**config.mk**
```make
export PLATFORM = sky130hd
export DESIGN_NAME = fabd_ctrl
export DESIGN_NICKNAME = d
export VERILOG_FILES = /design/src/design/fabd_pkg.sv /design/src/design/fabd_ctrl.sv
export SDC_FILE = /design/constraint.sdc
export NUM_CORES = 1
export LEC_CHECK = 0
export BUFFER_PORTS_ARGS = -buffer_cell sky130_fd_sc_hd__buf_4
export CAP_MARGIN = 10
export CORE_MARGIN = 3
export CORE_UTILIZATION = 34
export CTS_CLUSTER_DIAMETER = 120
export DETAILED_ROUTE_END_ITERATION = 7
export MAX_ROUTING_LAYER = met4
export PLACE_DENSITY_LB_ADDON = 0.2
export RECOVER_POWER = 25
export SYNTH_ARGS = -nofsm -noshare
export SYNTH_HDL_FRONTEND = slang
export SYNTH_SLANG_ARGS = --single-unit
```
**constraint.sdc**
```tcl
create_clock -name clk -period 5.95 [get_ports clk]
set_input_delay 0.2975 -clock clk [delete_from_list [all_inputs] [get_ports clk]]
set_output_delay 0.2975 -clock clk [all_outputs]
set_load 0.01 [all_outputs]
```
**src/design/fabd_pkg.sv**
```systemverilog
`timescale 1ns / 1ps
// Package of the face anchor box decoder: word types, constants and arithmetic helpers.
package fabd_pkg;

	typedef struct packed {
		logic        [15:0] confidence;
		logic signed [15:0] box_dx;
		logic signed [15:0] box_dy;
		logic signed [15:0] box_dw;
		logic signed [15:0] box_dh;
		logic        [31:0] mark_one;
		logic        [31:0] mark_two;
		logic        [31:0] mark_three;
		logic        [31:0] mark_four;
		logic        [31:0] mark_five;
	} in_word_t;

	typedef struct packed {
		logic               kind;
		logic        [17:0] anchor_number;
		logic signed [19:0] coord_x1;
		logic signed [19:0] coord_y1;
		logic signed [19:0] coord_x2;
		logic signed [19:0] coord_y2;
		logic        [15:0] score;
		logic               last;
	} out_word_t;

	localparam int unsigned CFG_IDX_W  = 3;
	localparam int unsigned CFG_DATA_W = 24;
	localparam int unsigned NET_DIM_W  = 12;
	localparam int unsigned SCALE_W    = 24;
	localparam int unsigned SCORE_W    = 16;
	localparam int unsigned COUNT_W    = 18;
	localparam int unsigned LEVEL_W    = 2;

	localparam logic [CFG_IDX_W-1:0] REG_NET_WIDTH       = 3'd0;
	localparam logic [CFG_IDX_W-1:0] REG_NET_HEIGHT      = 3'd1;
	localparam logic [CFG_IDX_W-1:0] REG_SCALE_X         = 3'd2;
	localparam logic [CFG_IDX_W-1:0] REG_SCALE_Y         = 3'd3;
	localparam logic [CFG_IDX_W-1:0] REG_SCORE_THRESHOLD = 3'd4;

	localparam logic [NET_DIM_W-1:0] NET_DIM_RESET = 12'd640;
	localparam logic [SCALE_W-1:0]   SCALE_RESET   = 24'd65536;
	localparam logic [SCORE_W-1:0]   SCORE_RESET   = 16'd32768;
	localparam logic [LEVEL_W-1:0]   LEVEL_LAST    = 2'd2;

	localparam logic KIND_BOX  = 1'b0;
	localparam logic KIND_MARK = 1'b1;

	typedef logic signed [31:0] opnd_t;
	typedef logic signed [63:0] prod_t;

	// Reciprocals 2^32/D rounded up; exact for the operand ranges used here.
	localparam opnd_t DIV5_K  = 32'sd858993460;
	localparam opnd_t DIV6_K  = 32'sd715827883;
	localparam opnd_t DIV24_K = 32'sd178956971;
	localparam opnd_t Q28_ONE = 32'sd268435456;
	localparam prod_t RND28   = 64'sd134217728;

	localparam logic signed [19:0] COORD_MAX = 20'sh7FFFF;
	localparam logic signed [19:0] COORD_MIN = 20'sh80000;

	localparam int unsigned PC_W      = 5;
	localparam int unsigned MARK_W    = 3;
	localparam int unsigned EXP_STEPS = 10;
	localparam int unsigned BOX_STEPS = 26;
	localparam int unsigned LM_STEPS  = 4;

	typedef enum logic [4:0] {
		STEP_Z, STEP_Z2, STEP_Z3, STEP_Z4, STEP_Q3, STEP_Q4, STEP_SQ, STEP_SQL,
		STEP_OX, STEP_OY, STEP_LX, STEP_LY,
		STEP_PX1, STEP_PY1, STEP_PX2, STEP_PY2, STEP_PLX, STEP_PLY
	} step_t;

	typedef struct packed {
		logic              accept;
		logic              issue;
		logic              wb;
		logic              emit;
		step_t             step;
		logic              second;
		logic [MARK_W-1:0] mark;
		logic              kind;
		logic              last;
	} cmd_t;

	typedef struct packed {
		logic keep;
		logic out_free;
	} status_t;

	function automatic step_t box_step(input logic [PC_W-1:0] pc);
		step_t s;
		case (pc) inside
			5'd0, 5'd10: s = STEP_Z;
			5'd1, 5'd11: s = STEP_Z2;
			5'd2, 5'd12: s = STEP_Z3;
			5'd3, 5'd13: s = STEP_Z4;
			5'd4, 5'd14: s = STEP_Q3;
			5'd5, 5'd15: s = STEP_Q4;
			5'd6, 5'd7, 5'd8, 5'd16, 5'd17, 5'd18: s = STEP_SQ;
			5'd9, 5'd19: s = STEP_SQL;
			5'd20: s = STEP_OX;
			5'd21: s = STEP_OY;
			5'd22: s = STEP_PX1;
			5'd23: s = STEP_PY1;
			5'd24: s = STEP_PX2;
			5'd25: s = STEP_PY2;
			default: s = STEP_Z;
		endcase
		return s;
	endfunction

	function automatic step_t mark_step(input logic [1:0] pc);
		step_t s;
		case (pc)
			2'd0: s = STEP_LX;
			2'd1: s = STEP_LY;
			2'd2: s = STEP_PLX;
			default: s = STEP_PLY;
		endcase
		return s;
	endfunction

	// Shift right by 28 with rounding to nearest, ties away from zero.
	function automatic prod_t rshr28(input prod_t p);
		prod_t mag;
		prod_t sh;
		mag = p[63] ? -p : p;
		sh = (mag + RND28) >>> 28;
		return p[63] ? -sh : sh;
	endfunction

	// Quotient from a reciprocal product, with the operand's sign put back.
	function automatic opnd_t div_quot(input prod_t p, input logic neg);
		opnd_t q;
		q = opnd_t'(p[63:32]);
		return neg ? -q : q;
	endfunction

	function automatic logic signed [19:0] sat20(input prod_t r);
		logic signed [19:0] v;
		if (r > 64'sd524287) begin
			v = COORD_MAX;
		end else if (r < -64'sd524288) begin
			v = COORD_MIN;
		end else begin
			v = r[19:0];
		end
		return v;
	endfunction

endpackage

```
**src/design/fabd_ctrl.sv**
```systemverilog
`timescale 1ns / 1ps
// Controller of the face anchor box decoder: sequences the shared multiplier steps and results.
module fabd_ctrl import fabd_pkg::*; #(
	parameter int unsigned LANDMARKS = 5
) (
	input  logic    clk,
	input  logic    arst_n,
	input  logic    in_valid,
	output logic    in_stall,
	input  status_t status,
	output cmd_t    cmd
);

	typedef enum logic [3:0] {
		ST_IDLE  = 4'b0001,
		ST_ISSUE = 4'b0010,
		ST_WB    = 4'b0100,
		ST_EMIT  = 4'b1000
	} state_t;

	state_t            state_q;
	logic [PC_W-1:0]   pc_q;
	logic [MARK_W-1:0] mark_q;
	logic              mark_phase_q;
	logic              accept;
	logic              pc_end;

	assign accept   = in_valid && (state_q == ST_IDLE);
	assign in_stall = (state_q != ST_IDLE);
	assign pc_end   = mark_phase_q ? (pc_q == PC_W'(LM_STEPS - 1))
	                               : (pc_q == PC_W'(BOX_STEPS - 1));

	always_comb begin
		cmd.accept = accept;
		cmd.issue  = (state_q == ST_ISSUE);
		cmd.wb     = (state_q == ST_WB);
		cmd.emit   = (state_q == ST_EMIT) && status.out_free;
		cmd.step   = mark_phase_q ? mark_step(pc_q[1:0]) : box_step(pc_q);
		cmd.second = !mark_phase_q && (pc_q >= PC_W'(EXP_STEPS))
		             && (pc_q < PC_W'(2 * EXP_STEPS));
		cmd.mark   = mark_q;
		cmd.kind   = mark_phase_q ? KIND_MARK : KIND_BOX;
		cmd.last   = mark_phase_q ? (mark_q == MARK_W'(LANDMARKS - 1)) : (LANDMARKS == 0);
	end

	always_ff @(posedge clk or negedge arst_n) begin
		if (!arst_n) begin
			state_q      <= ST_IDLE;
			pc_q         <= '0;
			mark_q       <= '0;
			mark_phase_q <= 1'b0;
		end else begin
			case (state_q)
				ST_IDLE: begin
					if (accept && status.keep) begin
						state_q      <= ST_ISSUE;
						pc_q         <= '0;
						mark_q       <= '0;
						mark_phase_q <= 1'b0;
					end
				end
				ST_ISSUE: begin
					state_q <= ST_WB;
				end
				ST_WB: begin
					if (pc_end) begin
						state_q <= ST_EMIT;
					end else begin
						pc_q    <= pc_q + 1'b1;
						state_q <= ST_ISSUE;
					end
				end
				ST_EMIT: begin
					if (status.out_free) begin
						pc_q <= '0;
						if (cmd.last) begin
							state_q <= ST_IDLE;
						end else begin
							state_q <= ST_ISSUE;
							if (mark_phase_q) begin
								mark_q <= mark_q + 1'b1;
							end
							mark_phase_q <= 1'b1;
						end
					end
				end
				default: begin
					state_q <= ST_IDLE;
				end
			endcase
		end
	end

	a_issue_then_wb: assert property (@(posedge clk) disable iff (!arst_n)
		state_q == ST_ISSUE |=> state_q == ST_WB)
		else $error("write-back did not follow issue");

	a_drop_stays_idle: assert property (@(posedge clk) disable iff (!arst_n)
		accept && !status.keep |=> state_q == ST_IDLE)
		else $error("dropped anchor started work");

	a_mark_in_range: assert property (@(posedge clk) disable iff (!arst_n)
		mark_phase_q |-> mark_q < MARK_W'(LANDMARKS))
		else $error("landmark counter out of range");

endmodule

```
==> results of run 1 <==
cells in the final DEF, fill, tap and decap left out, types with 3 or more instances in the layout:
| master | netlist | final |
|---|---|---|
| ha_1 | 8 | 8 |
| nand3b_1 | 4 | 4 |
| nand4b_1 | 3 | 3 |
| nor3_1 | 3 | 3 |
| inv_1 | 9 | 9 |
| o211ai_1 | 5 | 5 |
| nor4b_2 | 3 | 3 |
| a21o_1 | 3 | 3 |
| dfrtp_1 | 12 | 12 |
| o21a_1 | 3 | 3 |
| nand2b_1 | 5 | 5 |
| or3_1 | 3 | 3 |
| nand2_1 | 7 | 7 |
| a21oi_1 | 13 | 13 |
| o21ai_0 | 6 | 6 |
| buf_4 | 2 | 19 |
| nand3_1 | 6 | 6 |
| nor2_1 | 15 | 15 |
| o31ai_1 | 3 | 3 |
| clkbuf_8 | 0 | 3 |
synth_stat cells, types with 2 or more instances:
| cell | number |
|---|---|
| nor2_1 | 15 |
| a21oi_1 | 13 |
| dfrtp_1 | 12 |
| inv_1 | 9 |
| ha_1 | 8 |
| nand2_1 | 7 |
| nand3_1 | 6 |
| o21ai_0 | 6 |
| clkbuf_1 | 5 |
| nand2b_1 | 5 |
| o211ai_1 | 5 |
| nand3b_1 | 4 |
| a21o_1 | 3 |
| buf_2 | 3 |
| nand4b_1 | 3 |
| nor3_1 | 3 |
| nor4b_2 | 3 |
| o21a_1 | 3 |
| o31ai_1 | 3 |
| or3_1 | 3 |
| and2_1 | 2 |
| and3_1 | 2 |
| buf_4 | 2 |
| mux2i_1 | 2 |
| nand4bb_1 | 2 |
| nor2b_1 | 2 |
| nor4b_1 | 2 |
| o21bai_1 | 2 |
| or3b_2 | 2 |
sequential cells by signal, indices dropped and copies added, names as in the netlist:
name and cells:
mark_phase_q 1, mark_q 3, pc_q 5, state_q 4
kinds of logic after synthesis:
kind of cell | Yosys count | synth area share [%]
xor+xnor | 1 | 0.682
compound gates | 48 | 25.8
buf+inv | 19 | 6.43
mux | 3 | 2.43
simple gates | 65 | 31.5
flops | 13 | 25.4
fa+ha+maj | 8 | 7.79
final timing paths:
path / startpoint / endpoint / cells past startpoint
setup / recovery: pc_q[0]$_DFFE_PN0P_ / cmd[6] / 8
hold / removal: status[0] / mark_phase_q$_DFFE_PN0P_ / 3
setup reg to reg: state_q[1]$_DFFE_PN0P_ / pc_q[2]$_DFFE_PN0P_ / 5
hold reg to reg: state_q[2]$_DFFE_PN0P_ / state_q[2]$_DFFE_PN0P_ / 1
max in group asynchronous: arst_n / mark_q[2]$_DFFE_PN0P_ / 2
min in group asynchronous: arst_n / state_q[2]$_DFFE_PN0P_ / 2
worst max-delay path: stages, from the launching register on:
cell and delay [ns]:
dfrtp_1 0.45, inv_1 0.16, ha_1 0.30, or3b_2 0.46, a21oi_1 0.28, inv_1 0.07, a211oi_1 0.23, a21oi_1 0.09
buf_4 0.15
power by group:
part / switching (W) / internal [W] / leakage (nW) / total (W)
clock: 0.0000316 / 0.0000473 / 0.0228 / 0.0000789
sequential: 0.00000755 / 0.0000914 / 0.152 / 0.0000990
combinational: 0.0000224 / 0.0000207 / 0.445 / 0.0000431
final cells by class:
type | count | area, µm² | area share (%)
clock buffers | 4 | 45.0 | 3.01
inverters | 9 | 33.8 | 2.26
multi-input cells | 125 | 876 | 58.6
flip-flops and latches | 13 | 327 | 21.8
well taps | 46 | 57.6 | 3.85
repair buffers | 21 | 156 | 10.5
timing repair:
item	CTS	global route
hold buffers	1	0
endpoints found under the setup margin	0	0
resized for setup	0	0
hold endpoints to repair	12	0
routing by layer:
metal | GRT usage, % | vias up | share of wire [%]
met4 | 6.58 | 0 | 1.5
li1 | - | 609 | -
met3 | 1.66 | 5 | 3.4
met1 | 21.4 | 577 | 48
met2 | 26.2 | 23 | 47
met5 | - | - | 0
stage by stage:
stage / util, % / power (W) / cells / hold WS, ns
finish: 42.8 / 0.000221 / 218 / 0.336
global route: 42.8 / 0.000235 / 218 / 0.372
CTS: 42.9 / 0.000223 / 218 / 0.327
detailed placement: 41.3 / 0.000143 / 213 / 0.154
global placement: 41.3 / 0.000143 / 213 / 0.153
floorplan: - / 0.000127 / 157 / 0.00191
==> impl_metrics.yaml, run 1 <==
run_status:
  status: "finished clean"
route:
  initialDrtViolationCount: 73
  avgRoutedWirePerCell_um: 14.1
  drt-total-wl_um: 3070
  drc: 0
  routed_via_density: 5.57
  antenna_left: 0
  firstDrtPassIters: 4
  vias: 1214
worst_setup_path:
  end_kind: "primary output"
  crit_fanout: 8
  critical_path_arrival_ns: 2.43
  required_ns: 5.65
  startpoint_type: "flop"
  critPathKind: "reg -> out"
  rrSetupSlack_ns: 3.87
synthesis:
  synth_area_leader_cell: "dfrtp_1"
  synth_area_mm2: 0.00128
  ys_ff_latch: 13
  synth_edf_count: 0
  synth_area_leaders: "dfrtp_1 23%, ha_1 7.8%, a21oi_1 5.1%"
  syn_avg_cell_area_um2: 8.18
  ys_types: 49
  yosysWarnings: 0
  seq_area_frac_synth_pct: 25.4
  synth_top_area_share_pct: 23.4
  async_flop_share_pct: 100
  ys.flop_type: "dfrtp_1"
  syn-num-nets: 170
  synthCells: 157
layout:
  fill_cells: 373
  fin_nets: 186
  finish.instance_area_mm2: 0.00150
  diodes: 0
  layout-drive-gt1-share_pct: 20.3
  area_growth_pct: 16.4
global_routing:
  grt_first_pass_wirelength_um: 5710
  grtUsageTotal_pct: 16.5
  grt_pass1_vias: 1229
  grt-ovfl-total: 0
  antenna_found_initial: 0
  grt_max_degree: 24
power_and_ir_drop:
  ir_drop_mv: 0.0921
  p_leak_nw: 0.620
  p_per_area_mw_per_mm2: 148
placement:
  port_buffers: 20
  pre_cts_slack_ns: 3.49
  dpl_cell_area_mm2: 0.00144
  gp_congestion: 0.801
  dp_hpwl_um: 2250
timing:
  grt_setup_unrepaired: "no"
  drv_slew: 0
  fin_tns_setup_ns: 0
  fin_skew_ns: 0.000612
  fin_crit_ns: 2.73
  hold_viol: 0
  fmax_ghz: 0.366
  period_share_pct: 45.9
  setup_viol: 0
  slew_headroom_pct: 50.6
  worstMarginPinSlew_ns: 0.741
  fin_ws_ns: 3.22
clock_network:
  clk_pin_slew_ns: 0.05
  clockRootBuffer: "clkbuf_8"
  htreeDepth: 1
  cts.sinks: 13
  cts_tree: "built"
  clock_latency_ns: 0.24
  cts_buffer_depth: 2
  postCtsSetupBuffers: 0
  cts-buffers-inserted: 3
die:
  die-area_mm2: 0.00455
  initial_core_util_pct: 36.8
  num_rows: 21
  dieHeight_um: 67.5
  pin_count: 21
  core_area_mm2: 0.00349
  die_w_um: 67.5
run:
  drv_cap: 0
worst_hold_path:
  hold_class: "in -> reg"
Note: power is estimated with default switching activity, not from simulation.
==> run 2: changes to the inputs <==
- clock period: 5.95 -> 2.7 ns (I/O delays scaled with it)
==> run 2 against run 1 <==
  * Combinational power is 120% higher
  * Clock skew is 0.0039 ns higher
  * Worst hold slack got worse by 0.16 ns
  * Clock-buffer cell count stayed put
  * Via count grew 1.2%
  * Global-route usage decreased by 1.0 points
  * Non-clock buffer count is 2 higher
  * Register-to-register slack lost 3.2 ns
  * Largest cell class unchanged
  * Highest routed layer unchanged
  * Power rose by 120%
  * Final cell count rose by 0.92%
  * Sequential cell count did not move
==> impl_metrics.yaml, run 2 (same netlist as run 1, synthesis figures left out) <==
placement:
  pre_cts_slack_ns: 0.393
  gp_congestion: 0.780
  port_buffers: 20
  dpl_cell_area_mm2: 0.00146
  dp.cells: 215
  dp_hpwl_um: 2230
timing:
  fin_skew_ns: 0.00449
  drv_slew: 0
  period_share_pct: 93.2
  fin_ws_ns: 0.184
  grt_setup_unrepaired: "no"
  setup_viol: 0
  slew_headroom_pct: 50.3
  fin_tns_setup_ns: 0
  fin_crit_ns: 2.52
  worstMarginPinSlew_ns: 0.745
  hold_viol: 0
  fmax_ghz: 0.398
die:
  pin_count: 21
  core_area_mm2: 0.00349
  initial_core_util_pct: 36.8
  dieHeight_um: 67.5
  die_w_um: 67.5
  num_rows: 21
  die-area_mm2: 0.00455
global_routing:
  grt_pass1_vias: 1159
  grt_first_pass_wirelength_um: 5380
  grtUsageTotal_pct: 15.5
  use_met2_pct: 25.3
  grt_use_met1_pct: 19.9
  grt_max_degree: 24
  use_met3_pct: 1.50
  grt-busiest-layer: "met2"
  antenna_found_initial: 0
  grt-ovfl-total: 0
layout:
  reg_top3: "pc_q x5, state_q x4, mark_q x3"
  final_cell_mix: "21 x buf_4, 15 x nor2_1, 12 x a21oi_1, 12 x dfrtp_1, 9 x inv_1"
  largest_reg_flops: 5
  layout-drive-gt1-share_pct: 22.4
  largest_register: "pc_q"
  final_common_cell: "buf_4"
  fin_nets: 188
  diodes: 0
  finish.instance_area_mm2: 0.00152
  instances_no_fill: 220
  area_growth_pct: 18.0
worst_setup_path:
  required_ns: 2.57
  cp_top_family: "adder cells"
  endpoint: "cmd[9]"
  slowest_stage: "dfrtp_1"
  reg2regPathDepth: 5
  startpoint_type: "flop"
  end_kind: "primary output"
  cp-startpoint: "pc_q[0]$_DFFE_PN0P_"
  cpPeakStageDelay_ns: 0.45
  critical_path_arrival_ns: 2.38
  rrSetupSlack_ns: 0.66
  crit_top_cell: "ha_1"
  r2r_start: "state_q[0]$_DFFE_PN1P_"
  critical_path_buf_inv_count: 1
  critPathKind: "reg -> out"
  crit_fanout: 9
  rr_endpoint: "pc_q[2]$_DFFE_PN0P_"
  cp_cell_sequence: "ha_1 -> and3_1 -> ha_1 -> a31o_2 -> nor2_1 -> nand3_1 -> o32ai_1 -> buf_4"
  worstSetupPathDepth: 8
clock_network:
  cts_buffer_depth: 2
  cts-buffers-inserted: 3
  postCtsSetupBuffers: 0
  htreeDepth: 1
  cts_tree: "built"
  clock_latency_ns: 0.24
  clockRootBuffer: "clkbuf_8"
  cts.sinks: 13
  clk_pin_slew_ns: 0.06
route:
  drc: 0
  routed_via_density: 5.59
  initialDrtViolationCount: 128
  antenna_left: 0
  vias: 1229
  avgRoutedWirePerCell_um: 13.9
  firstDrtPassIters: 4
  drt-total-wl_um: 3070
power_and_ir_drop:
  p_per_area_mw_per_mm2: 320
  p_leak_nw: 0.629
  ir_drop_mv: 0.189
run:
  drv_cap: 0
run_status:
  status: "finished clean"
worst_hold_path:
  hold_class: "in -> reg"
-- run 2: through the flow --
step                hold slack [ns]  power, W  util (%)
floorplan                    -0.161  0.000280         -
global placement           -0.00586  0.000316      41.7
detailed placement         -0.00633  0.000318      41.7
CTS                           0.168  0.000491      43.3
global route                  0.206  0.000513      43.4
finish                        0.176  0.000485      43.4
-- run 2: area by class of cell --
type	instances	area, µm²
timing repair buffer	23	171
tap	46	57.6
fill	363	1980
inverter	9	33.8
clock buffer	4	45.0
multi-input combinational	125	882
sequential	13	327
-- run 2: per-layer routing --
| layer | part of all wire (%) | up-vias |
|---|---|---|
| met5 | 0 | - |
| met4 | 0.46 | 0 |
| met3 | 3.4 | 2 |
| met2 | 47 | 28 |
| met1 | 49 | 585 |
| li1 | - | 614 |
-- run 2: worst min-delay path: cells and delay by family --
kind                   cells  cell delay (ns)
and+or+nand+nor            1             0.10
buffers and inverters      1             0.09
AOI/OAI and AO/OA          1             0.05
-- run 2: worst min-delay path by stage --
stage / slack (ns) / cells after the start / from / end
global placement: -0.006 / 1 / arst_n / pc_q[3]$_DFFE_PN0P_
floorplan: -0.16 / 0 / arst_n / mark_phase_q$_DFFE_PN0P_
global route: 0.21 / 3 / status[0] / mark_phase_q$_DFFE_PN0P_
CTS: 0.17 / 3 / status[0] / mark_phase_q$_DFFE_PN0P_
finish: 0.18 / 3 / status[0] / mark_phase_q$_DFFE_PN0P_
detailed placement: -0.006 / 1 / arst_n / mark_q[0]$_DFFE_PN0P_
-- run 2: timing repair --
action | CTS | global route
hold endpoints to repair | 13 | 0
setup endpoints to repair | 0 | 2
gates resized for setup | 0 | 2
hold buffers | 1 | 0
-- run 2: power breakdown --
group	internal, W	switching (W)
sequential	0.000202	0.0000169
clock	0.000104	0.0000654
combinational	0.0000470	0.0000498
total	0.000352	0.000132
